File: config.mk
export PLATFORM = sky130hd
export DESIGN_NAME = utc_date_to_epoch_seconds
export DESIGN_NICKNAME = d
export VERILOG_FILES = /design/src/rtl/utd_pkg.sv /design/src/rtl/utd_day_count.sv /design/src/rtl/utd_scale.sv /design/src/rtl/utc_date_to_epoch_seconds.sv
export SDC_FILE = /design/constraint.sdc
export NUM_CORES = 1
export LEC_CHECK = 0
export BUFFER_PORTS_ARGS = -buffer_cell sky130_fd_sc_hd__buf_2
export CORE_MARGIN = 5
export CORE_UTILIZATION = 64
export CTS_CLUSTER_SIZE = 24
export DETAILED_ROUTE_END_ITERATION = 8
export PLACE_DENSITY_LB_ADDON = 0.05
export SKIP_CTS_REPAIR_TIMING = 1
export SLEW_MARGIN = 20
export SYNTH_ARGS = -nofsm -noshare
export SYNTH_HDL_FRONTEND = slang
export SYNTH_SLANG_ARGS = --single-unit
File: constraint.sdc
create_clock -name clk -period 9 [get_ports clk]
set_input_delay 1.8 -clock clk [delete_from_list [all_inputs] [get_ports clk]]
set_output_delay 1.8 -clock clk [all_outputs]
set_load 0.02 [all_outputs]
File: src/rtl/utd_pkg.sv
// shared widths, types and calendar tables for the utc date to epoch converter
`default_nettype none

package utd_pkg;

  // field widths
  localparam int YEAR_W  = 8;
  localparam int MON_W   = 4;
  localparam int MDAY_W  = 5;
  localparam int HOUR_W  = 5;
  localparam int MIN_W   = 6;
  localparam int SEC_W   = 6;
  localparam int OUT_W   = 33;

  // day counts: years since 1970 fit in 17 bits, days before a month in 9
  localparam int YDAYS_W = 17;
  localparam int MDAYS_W = 9;

  // years counted from 1900
  localparam logic [YEAR_W-1:0] EPOCH_YEAR = YEAR_W'(70);
  localparam logic [YEAR_W-1:0] YEAR_1900  = YEAR_W'(0);
  localparam logic [YEAR_W-1:0] YEAR_2100  = YEAR_W'(200);

  // leap years in 1900..1969, i.e. multiples of four in 1..69 as counted by (y-1)/4
  localparam logic [YDAYS_W-1:0] LEAPS_BEFORE_EPOCH = YDAYS_W'(17);
  localparam logic [YDAYS_W-1:0] DAYS_PER_YEAR      = YDAYS_W'(365);

  localparam logic [MON_W-1:0] MON_MARCH = MON_W'(2);

  // day count, hour, minute and second travelling between the two halves
  typedef struct packed {
    logic [OUT_W-1:0]  days;
    logic [HOUR_W-1:0] hour;
    logic [MIN_W-1:0]  minute;
    logic [SEC_W-1:0]  second;
  } utd_days_t;

  // days in the months before the given one of a common year, saturating at 365 from index 12 up
  function automatic logic [MDAYS_W-1:0] month_days_before(input logic [MON_W-1:0] mon);
    logic [MDAYS_W-1:0] d;
    unique case (mon)
      4'd0:    d = MDAYS_W'(0);
      4'd1:    d = MDAYS_W'(31);
      4'd2:    d = MDAYS_W'(59);
      4'd3:    d = MDAYS_W'(90);
      4'd4:    d = MDAYS_W'(120);
      4'd5:    d = MDAYS_W'(151);
      4'd6:    d = MDAYS_W'(181);
      4'd7:    d = MDAYS_W'(212);
      4'd8:    d = MDAYS_W'(243);
      4'd9:    d = MDAYS_W'(273);
      4'd10:   d = MDAYS_W'(304);
      4'd11:   d = MDAYS_W'(334);
      default: d = MDAYS_W'(365);
    endcase
    return d;
  endfunction

endpackage

`default_nettype wire

File: src/rtl/utd_day_count.sv
// two pipeline stages that turn year, month and day into a day count since 1970
`default_nettype none

module utd_day_count (
  input  wire logic                       clk,
  input  wire logic                       rst_n,
  input  wire logic                       in_valid,
  output logic                            in_ready,
  input  wire logic [utd_pkg::YEAR_W-1:0] in_year,
  input  wire logic [utd_pkg::MON_W-1:0]  in_month,
  input  wire logic [utd_pkg::MDAY_W-1:0] in_mday,
  input  wire logic [utd_pkg::HOUR_W-1:0] in_hour,
  input  wire logic [utd_pkg::MIN_W-1:0]  in_minute,
  input  wire logic [utd_pkg::SEC_W-1:0]  in_second,
  output logic                            dn_valid,
  input  wire logic                       dn_ready,
  output utd_pkg::utd_days_t              dn_data
);
  import utd_pkg::*;

  // stage 1 registers
  logic                s1_v_r;
  logic [YDAYS_W-1:0]  s1_ydays_r;
  logic [MDAYS_W-1:0]  s1_mdays_r;
  logic [MDAY_W-1:0]   s1_mday_r;
  logic [HOUR_W-1:0]   s1_hour_r;
  logic [MIN_W-1:0]    s1_minute_r;
  logic [SEC_W-1:0]    s1_second_r;

  // stage 2 registers
  logic                s2_v_r;
  utd_days_t           s2_data_r;

  logic                s1_free;
  logic                s2_free;
  logic                leap;
  logic [YEAR_W-1:0]   year_m1;
  logic [YDAYS_W-1:0]  leaps;
  logic [YDAYS_W-1:0]  s1_ydays_nxt;
  logic [MDAYS_W-1:0]  s1_mdays_nxt;
  utd_days_t           s2_data_nxt;

  // a stage takes a new request when empty or when its content moves on
  assign s2_free  = !s2_v_r || dn_ready;
  assign s1_free  = !s1_v_r || s2_free;
  assign in_ready = s1_free;

  // gregorian leap rule over 1900..2155: 1900 and 2100 are the only century misses
  assign leap = (in_year[1:0] == 2'b00) && (in_year != YEAR_1900) && (in_year != YEAR_2100);

  // whole years from 1970 up to the given year
  assign year_m1 = in_year - YEAR_W'(1);
  always_comb begin
    leaps = YDAYS_W'(year_m1 >> 2) - LEAPS_BEFORE_EPOCH;
    if (in_year > YEAR_2100) begin
      leaps = leaps - YDAYS_W'(1);
    end
    if (in_year > EPOCH_YEAR) begin
      s1_ydays_nxt = YDAYS_W'(in_year - EPOCH_YEAR) * DAYS_PER_YEAR + leaps;
    end else begin
      s1_ydays_nxt = '0;
    end
  end

  // months before the given one, february gets its extra day in leap years
  assign s1_mdays_nxt = month_days_before(in_month)
                      + MDAYS_W'(leap && (in_month >= MON_MARCH));

  // stage 1
  always_ff @(posedge clk) begin
    if (!rst_n) begin
      s1_v_r <= 1'b0;
    end else if (s1_free) begin
      s1_v_r <= in_valid;
    end
  end

  always_ff @(posedge clk) begin
    if (s1_free && in_valid) begin
      s1_ydays_r  <= s1_ydays_nxt;
      s1_mdays_r  <= s1_mdays_nxt;
      s1_mday_r   <= in_mday;
      s1_hour_r   <= in_hour;
      s1_minute_r <= in_minute;
      s1_second_r <= in_second;
    end
  end

  // total days, wrapping to the output width when day of month is zero in january 1970 or earlier
  always_comb begin
    s2_data_nxt.days   = OUT_W'(s1_ydays_r) + OUT_W'(s1_mdays_r) + OUT_W'(s1_mday_r)
                       - OUT_W'(1);
    s2_data_nxt.hour   = s1_hour_r;
    s2_data_nxt.minute = s1_minute_r;
    s2_data_nxt.second = s1_second_r;
  end

  // stage 2
  always_ff @(posedge clk) begin
    if (!rst_n) begin
      s2_v_r <= 1'b0;
    end else if (s2_free) begin
      s2_v_r <= s1_v_r;
    end
  end

  always_ff @(posedge clk) begin
    if (s2_free && s1_v_r) begin
      s2_data_r <= s2_data_nxt;
    end
  end

  assign dn_valid = s2_v_r;
  assign dn_data  = s2_data_r;

`ifndef NO_ASSERTIONS
  a_in_to_s1: assert property (@(posedge clk) disable iff (!rst_n)
    in_valid && in_ready |=> s1_v_r)
    else $error("accepted request did not reach stage 1");

  a_s1_hold: assert property (@(posedge clk) disable iff (!rst_n)
    s1_v_r && !s2_free |=> s1_v_r && $stable(s1_ydays_r) && $stable(s1_mdays_r))
    else $error("stage 1 lost its request during a stall");

  a_dn_hold: assert property (@(posedge clk) disable iff (!rst_n)
    dn_valid && !dn_ready |=> dn_valid && $stable(dn_data))
    else $error("stage 2 changed while stalled");
`endif

endmodule

`default_nettype wire

File: src/rtl/utd_scale.sv
// three pipeline stages that scale days to seconds through hours and minutes
`default_nettype none

module utd_scale (
  input  wire logic                      clk,
  input  wire logic                      rst_n,
  input  wire logic                      up_valid,
  output logic                           up_ready,
  input  wire utd_pkg::utd_days_t        up_data,
  output logic                           out_valid,
  input  wire logic                      out_ready,
  output logic [utd_pkg::OUT_W-1:0]      out_seconds
);
  import utd_pkg::*;

  localparam logic [OUT_W-1:0] HOURS_PER_DAY   = OUT_W'(24);
  localparam logic [OUT_W-1:0] UNITS_PER_NEXT  = OUT_W'(60);

  // hours stage
  logic              a_v_r;
  logic [OUT_W-1:0]  a_t_r;
  logic [MIN_W-1:0]  a_minute_r;
  logic [SEC_W-1:0]  a_second_r;
  // minutes stage
  logic              b_v_r;
  logic [OUT_W-1:0]  b_t_r;
  logic [SEC_W-1:0]  b_second_r;
  // seconds stage
  logic              c_v_r;
  logic [OUT_W-1:0]  c_t_r;

  logic              a_free;
  logic              b_free;
  logic              c_free;
  logic [OUT_W-1:0]  a_t_nxt;
  logic [OUT_W-1:0]  b_t_nxt;
  logic [OUT_W-1:0]  c_t_nxt;

  // ready chain from the output back
  assign c_free   = !c_v_r || out_ready;
  assign b_free   = !b_v_r || c_free;
  assign a_free   = !a_v_r || b_free;
  assign up_ready = a_free;

  // one constant multiply and add per stage, all modulo the output width
  assign a_t_nxt = up_data.days * HOURS_PER_DAY + OUT_W'(up_data.hour);
  assign b_t_nxt = a_t_r * UNITS_PER_NEXT + OUT_W'(a_minute_r);
  assign c_t_nxt = b_t_r * UNITS_PER_NEXT + OUT_W'(b_second_r);

  // valid bits
  always_ff @(posedge clk) begin
    if (!rst_n) begin
      a_v_r <= 1'b0;
      b_v_r <= 1'b0;
      c_v_r <= 1'b0;
    end else begin
      if (a_free) begin
        a_v_r <= up_valid;
      end
      if (b_free) begin
        b_v_r <= a_v_r;
      end
      if (c_free) begin
        c_v_r <= b_v_r;
      end
    end
  end

  // payload
  always_ff @(posedge clk) begin
    if (a_free && up_valid) begin
      a_t_r      <= a_t_nxt;
      a_minute_r <= up_data.minute;
      a_second_r <= up_data.second;
    end
    if (b_free && a_v_r) begin
      b_t_r      <= b_t_nxt;
      b_second_r <= a_second_r;
    end
    if (c_free && b_v_r) begin
      c_t_r <= c_t_nxt;
    end
  end

  assign out_valid   = c_v_r;
  assign out_seconds = c_t_r;

`ifndef NO_ASSERTIONS
  a_up_to_a: assert property (@(posedge clk) disable iff (!rst_n)
    up_valid && up_ready |=> a_v_r)
    else $error("accepted request did not reach the hours stage");

  a_b_hold: assert property (@(posedge clk) disable iff (!rst_n)
    b_v_r && !c_free |=> b_v_r && $stable(b_t_r) && $stable(b_second_r))
    else $error("minutes stage lost its request during a stall");

  a_c_hold: assert property (@(posedge clk) disable iff (!rst_n)
    c_v_r && !out_ready |=> c_v_r && $stable(c_t_r))
    else $error("result changed while stalled");
`endif

endmodule

`default_nettype wire

File: src/rtl/utc_date_to_epoch_seconds.sv
// top level: utc broken-down date and time to seconds since 1970
//
//   channel  handshake               payload
//   in       in_valid / in_ready     year, month, day, hour, minute, second
//   out      out_valid / out_ready   out_epoch_seconds (33 bits)
//
// five register stages: year and month days, day sum, hours, minutes, seconds
// one request per cycle while the output is not stalled
// every stage holds its request while the next one is full and stalled
// reset clears only the valid bits; the pipeline is empty after reset
`default_nettype none

module utc_date_to_epoch_seconds (
  input  wire logic                       clk,
  input  wire logic                       rst_n,
  input  wire logic                       in_valid,
  output logic                            in_ready,
  input  wire logic [utd_pkg::YEAR_W-1:0] in_year_since_1900,
  input  wire logic [utd_pkg::MON_W-1:0]  in_month_index,
  input  wire logic [utd_pkg::MDAY_W-1:0] in_day_of_month,
  input  wire logic [utd_pkg::HOUR_W-1:0] in_hour_of_day,
  input  wire logic [utd_pkg::MIN_W-1:0]  in_minute_of_hour,
  input  wire logic [utd_pkg::SEC_W-1:0]  in_second_of_minute,
  output logic                            out_valid,
  input  wire logic                       out_ready,
  output logic [utd_pkg::OUT_W-1:0]       out_epoch_seconds
);
  import utd_pkg::*;

  logic      dn_valid;
  logic      dn_ready;
  utd_days_t dn_data;

  // calendar half: day count since the epoch
  utd_day_count u_day_count (
    .clk       (clk),
    .rst_n     (rst_n),
    .in_valid  (in_valid),
    .in_ready  (in_ready),
    .in_year   (in_year_since_1900),
    .in_month  (in_month_index),
    .in_mday   (in_day_of_month),
    .in_hour   (in_hour_of_day),
    .in_minute (in_minute_of_hour),
    .in_second (in_second_of_minute),
    .dn_valid  (dn_valid),
    .dn_ready  (dn_ready),
    .dn_data   (dn_data)
  );

  // time half: days to seconds
  utd_scale u_scale (
    .clk         (clk),
    .rst_n       (rst_n),
    .up_valid    (dn_valid),
    .up_ready    (dn_ready),
    .up_data     (dn_data),
    .out_valid   (out_valid),
    .out_ready   (out_ready),
    .out_seconds (out_epoch_seconds)
  );

endmodule

`default_nettype wire
==> results.yml <==
sta:
  max-slew-margin-rel_pct: 26.48
  finalCritPeriodShare_pct: 81.29
  tns_ns: 0
  finalMaxSlewViolations: 0
  rsz0062_at_grt: "no"
  worst_pin_slew_ns: 1.094
  skew_ns: 0.02786
  finalSetupViolCount: 0
  hold_viol_final: 0
  finalCriticalPeriod_ns: 7.316
  fmax_mhz: 136.7
critical_path:
  cp_top_family: "adder cells"
  critPathLaunchType: "input port"
  path_max_fanout: 15
  arrival_ns: 7.58
  critPathMaxStageDelay_ns: 0.54
  required_ns: 9.27
  endpoint_kind: "flop"
  cp_cell_sequence: "buf_2 > or3_1 > o21ai_0 > xor2_1 > ha_1 > fa_1 > inv_1 > fa_1 > inv_1 > fa_1 > inv_1 > fa_1 > inv_1 > ha_1 > nor2b_1 > o21a_1 > o31a_1 > o41ai_1 > o21ai_0 > xnor2_1 > nor2_1"
  cpMaxStageDelayCell: "fa_1"
  worstSetupPathType: "in -> reg"
  crit_buf_inv: 5
routing:
  wirelength_um: 34540
  ant_nets: 0
  drtIter0Drc: 614
  dr.pass1.iters: 5
  remaining_drc_errors: 0
  via_per_inst: 5.769
  routedWlPerCell_um: 15.38
  vias: 12960
cts:
  cts_buffers: 25
  clock_latency_ns: 0.54
  cts_max_path_buffers: 3
  path_clk_slew_ns: 0.06
  cts_max_level: 1
  cts_num_sinks: 207
  cts_root_buffer: "clkbuf_16"
  cts_tree: "yes"
layout:
  diodes: 0
  nNetsFinal: 2216
  syn_to_final_growth_pct: 9.304
  drive_above_1_share_pct: 8.056
  fillers: 2150
  multi_input_area_um2: 11970
  register_area_um2: 6166
yosys:
  synth.area.top_cells: "edfxtp_1, fa_1, ha_1"
  yosysMostFrequentCell: "edfxtp_1"
  synthDistinctLibCells: 77
  synthArstFlopShare_pct: 0
  synth_area_per_cell_um2: 10.72
  syn_area_um2: 18830
  yosysTopAreaCell: "edfxtp_1"
  synthCells: 1757
  dominantRegCellSynth: "edfxtp_1"
  syn_nets: 2128
  ys_ff_latch: 207
  yosysSeqAreaShare_pct: 32.75
  synth-edff-count: 202
  synth_top_cell_area_share_pct: 32.22
  ys_top_cells_by_count: "edfxtp_1, ha_1, inv_1"
  ys.warnings.count: 0
global_route:
  grt_use_total_pct: 21.63
  antenna_found_initial: 0
  grt_pass1_vias: 13420
  grt_max_degree: 44
  overflow: 0
  grt_first_pass_wirelength_um: 61320
floorplanning:
  fp-row-count: 62
  die-area_um2: 32950
  start_util_pct: 65.24
  coreArea_um2: 28860
  die_width_um: 181.5
  die_h_um: 181.5
  ios: 73
place:
  io_buffers: 72
  dp_hpwl_um: 27490
  routabilityCongestion: 0.8719
hold_path:
  hold_path_class: "reg -> reg"
flow_run:
  maxCapViolCount: 0
run_status:
  status: "finished, final reports clean"
## registers in the layout, summed over array words and instances, names as in the netlist
| register | count |
|---|---|
| u_day_count.dn_valid | 1 |
| u_scale.a_second_r | 6 |
| u_day_count.s1_ydays_r | 17 |
| u_day_count.s1_second_r | 6 |
| u_day_count.s1_hour_r | 5 |
| u_day_count.s1_minute_r | 6 |
| u_scale.a_t_r | 29 |
| u_scale.out_valid | 1 |
| u_day_count.s1_mdays_r | 9 |
| u_day_count.s1_mday_r | 5 |
| u_day_count.s1_v_r | 1 |
| u_day_count.dn_data | 43 |
| u_scale.b_t_r | 31 |
| u_scale.out_seconds | 33 |
| u_scale.b_second_r | 6 |
| u_scale.a_v_r | 1 |
| u_scale.a_minute_r | 6 |
| u_scale.b_v_r | 1 |
## cell usage in the layout (no fill, tap or decap), types with 61 or more instances in the layout
cell	Yosys	layout
nand2_1	77	77
a21oi_1	112	112
xor2_1	61	61
fa_1	152	152
xnor2_1	148	148
inv_1	181	181
edfxtp_1	202	202
buf_2	2	72
ha_1	181	181
nor2_1	106	106
## through the flow
step	area [um^2]	utilization (%)	setup WS (ns)	std cells	hold WS (ns)
2_1_floorplan	18830	-	1.731	1757	0.4003
3_3_place_gp	19690	68.24	1.330	2201	0.4009
3_5_place_dp	19690	68.24	1.154	2201	0.4045
4_1_cts	20560	71.24	1.680	2245	0.4187
5_1_grt	20580	71.31	1.316	2246	0.4230
6_report	20580	71.31	1.684	2246	0.4136
## final cells by class
class	instances	share of cell area (%)
clock buffer	27	3.077
clock inverter	17	1.137
tap	384	2.335
timing repair buffer	78	2.031
sequential	207	29.96
inverter	181	3.302
multi-input combinational	1352	58.16
## path summary, 6_finish.rpt
check                                                       from  depth (start not counted)  slack (ns)                                  endpoint
worst max-delay path                       in_year_since_1900[3]                         21        1.68  u_day_count.s1_ydays_r[15]$_SDFFCE_PP0P_
worst min-delay path            u_day_count.dn_data[0]$_DFFE_PP_                          0        0.41           u_scale.a_second_r[0]$_DFFE_PP_
worst max register to register        u_scale.a_t_r[0]$_DFFE_PP_                         16        3.95               u_scale.b_t_r[30]$_DFFE_PP_
worst min register to register  u_day_count.dn_data[0]$_DFFE_PP_                          0        0.41           u_scale.a_second_r[0]$_DFFE_PP_
## cell families (layout without fill, tap and decap cells)
family | after synthesis | in the layout | synth area share [%]
buf+inv | 198 | 303 | 3.961
compound gates | 379 | 379 | 13.48
simple gates | 424 | 424 | 11.38
mux | 4 | 4 | 0.2127
fa+ha+maj | 334 | 334 | 28.24
xor+xnor | 211 | 211 | 9.969
flops | 207 | 207 | 32.75
## per-layer routing
metal  track usage, %  vias up  share of wire [%]
li1                 -     6472                  -
met1            26.78     6245                 42
met2            41.01      184                 53
met3            1.961       57                2.7
met4            4.923        0                2.3
met5                0        -                  0
## worst register-to-register path, stage by stage, from the launching register on
cell and delay (ns):
edfxtp_1 0.47, fa_1 0.61, inv_1 0.06, fa_1 0.51, inv_1 0.06, ha_1 0.29
a211oi_1 0.32, o21ai_0 0.26, a21oi_1 0.33, xnor2_1 0.25, nand2_1 0.09, nor4_1 0.38
nand3_1 0.33, nor3_2 0.36, nand4_1 0.17, xnor2_1 0.16, xnor2_1 0.14
Power is not shown: default switching activity piles up to over one toggle a cycle in this logic, so the estimate is an artifact.
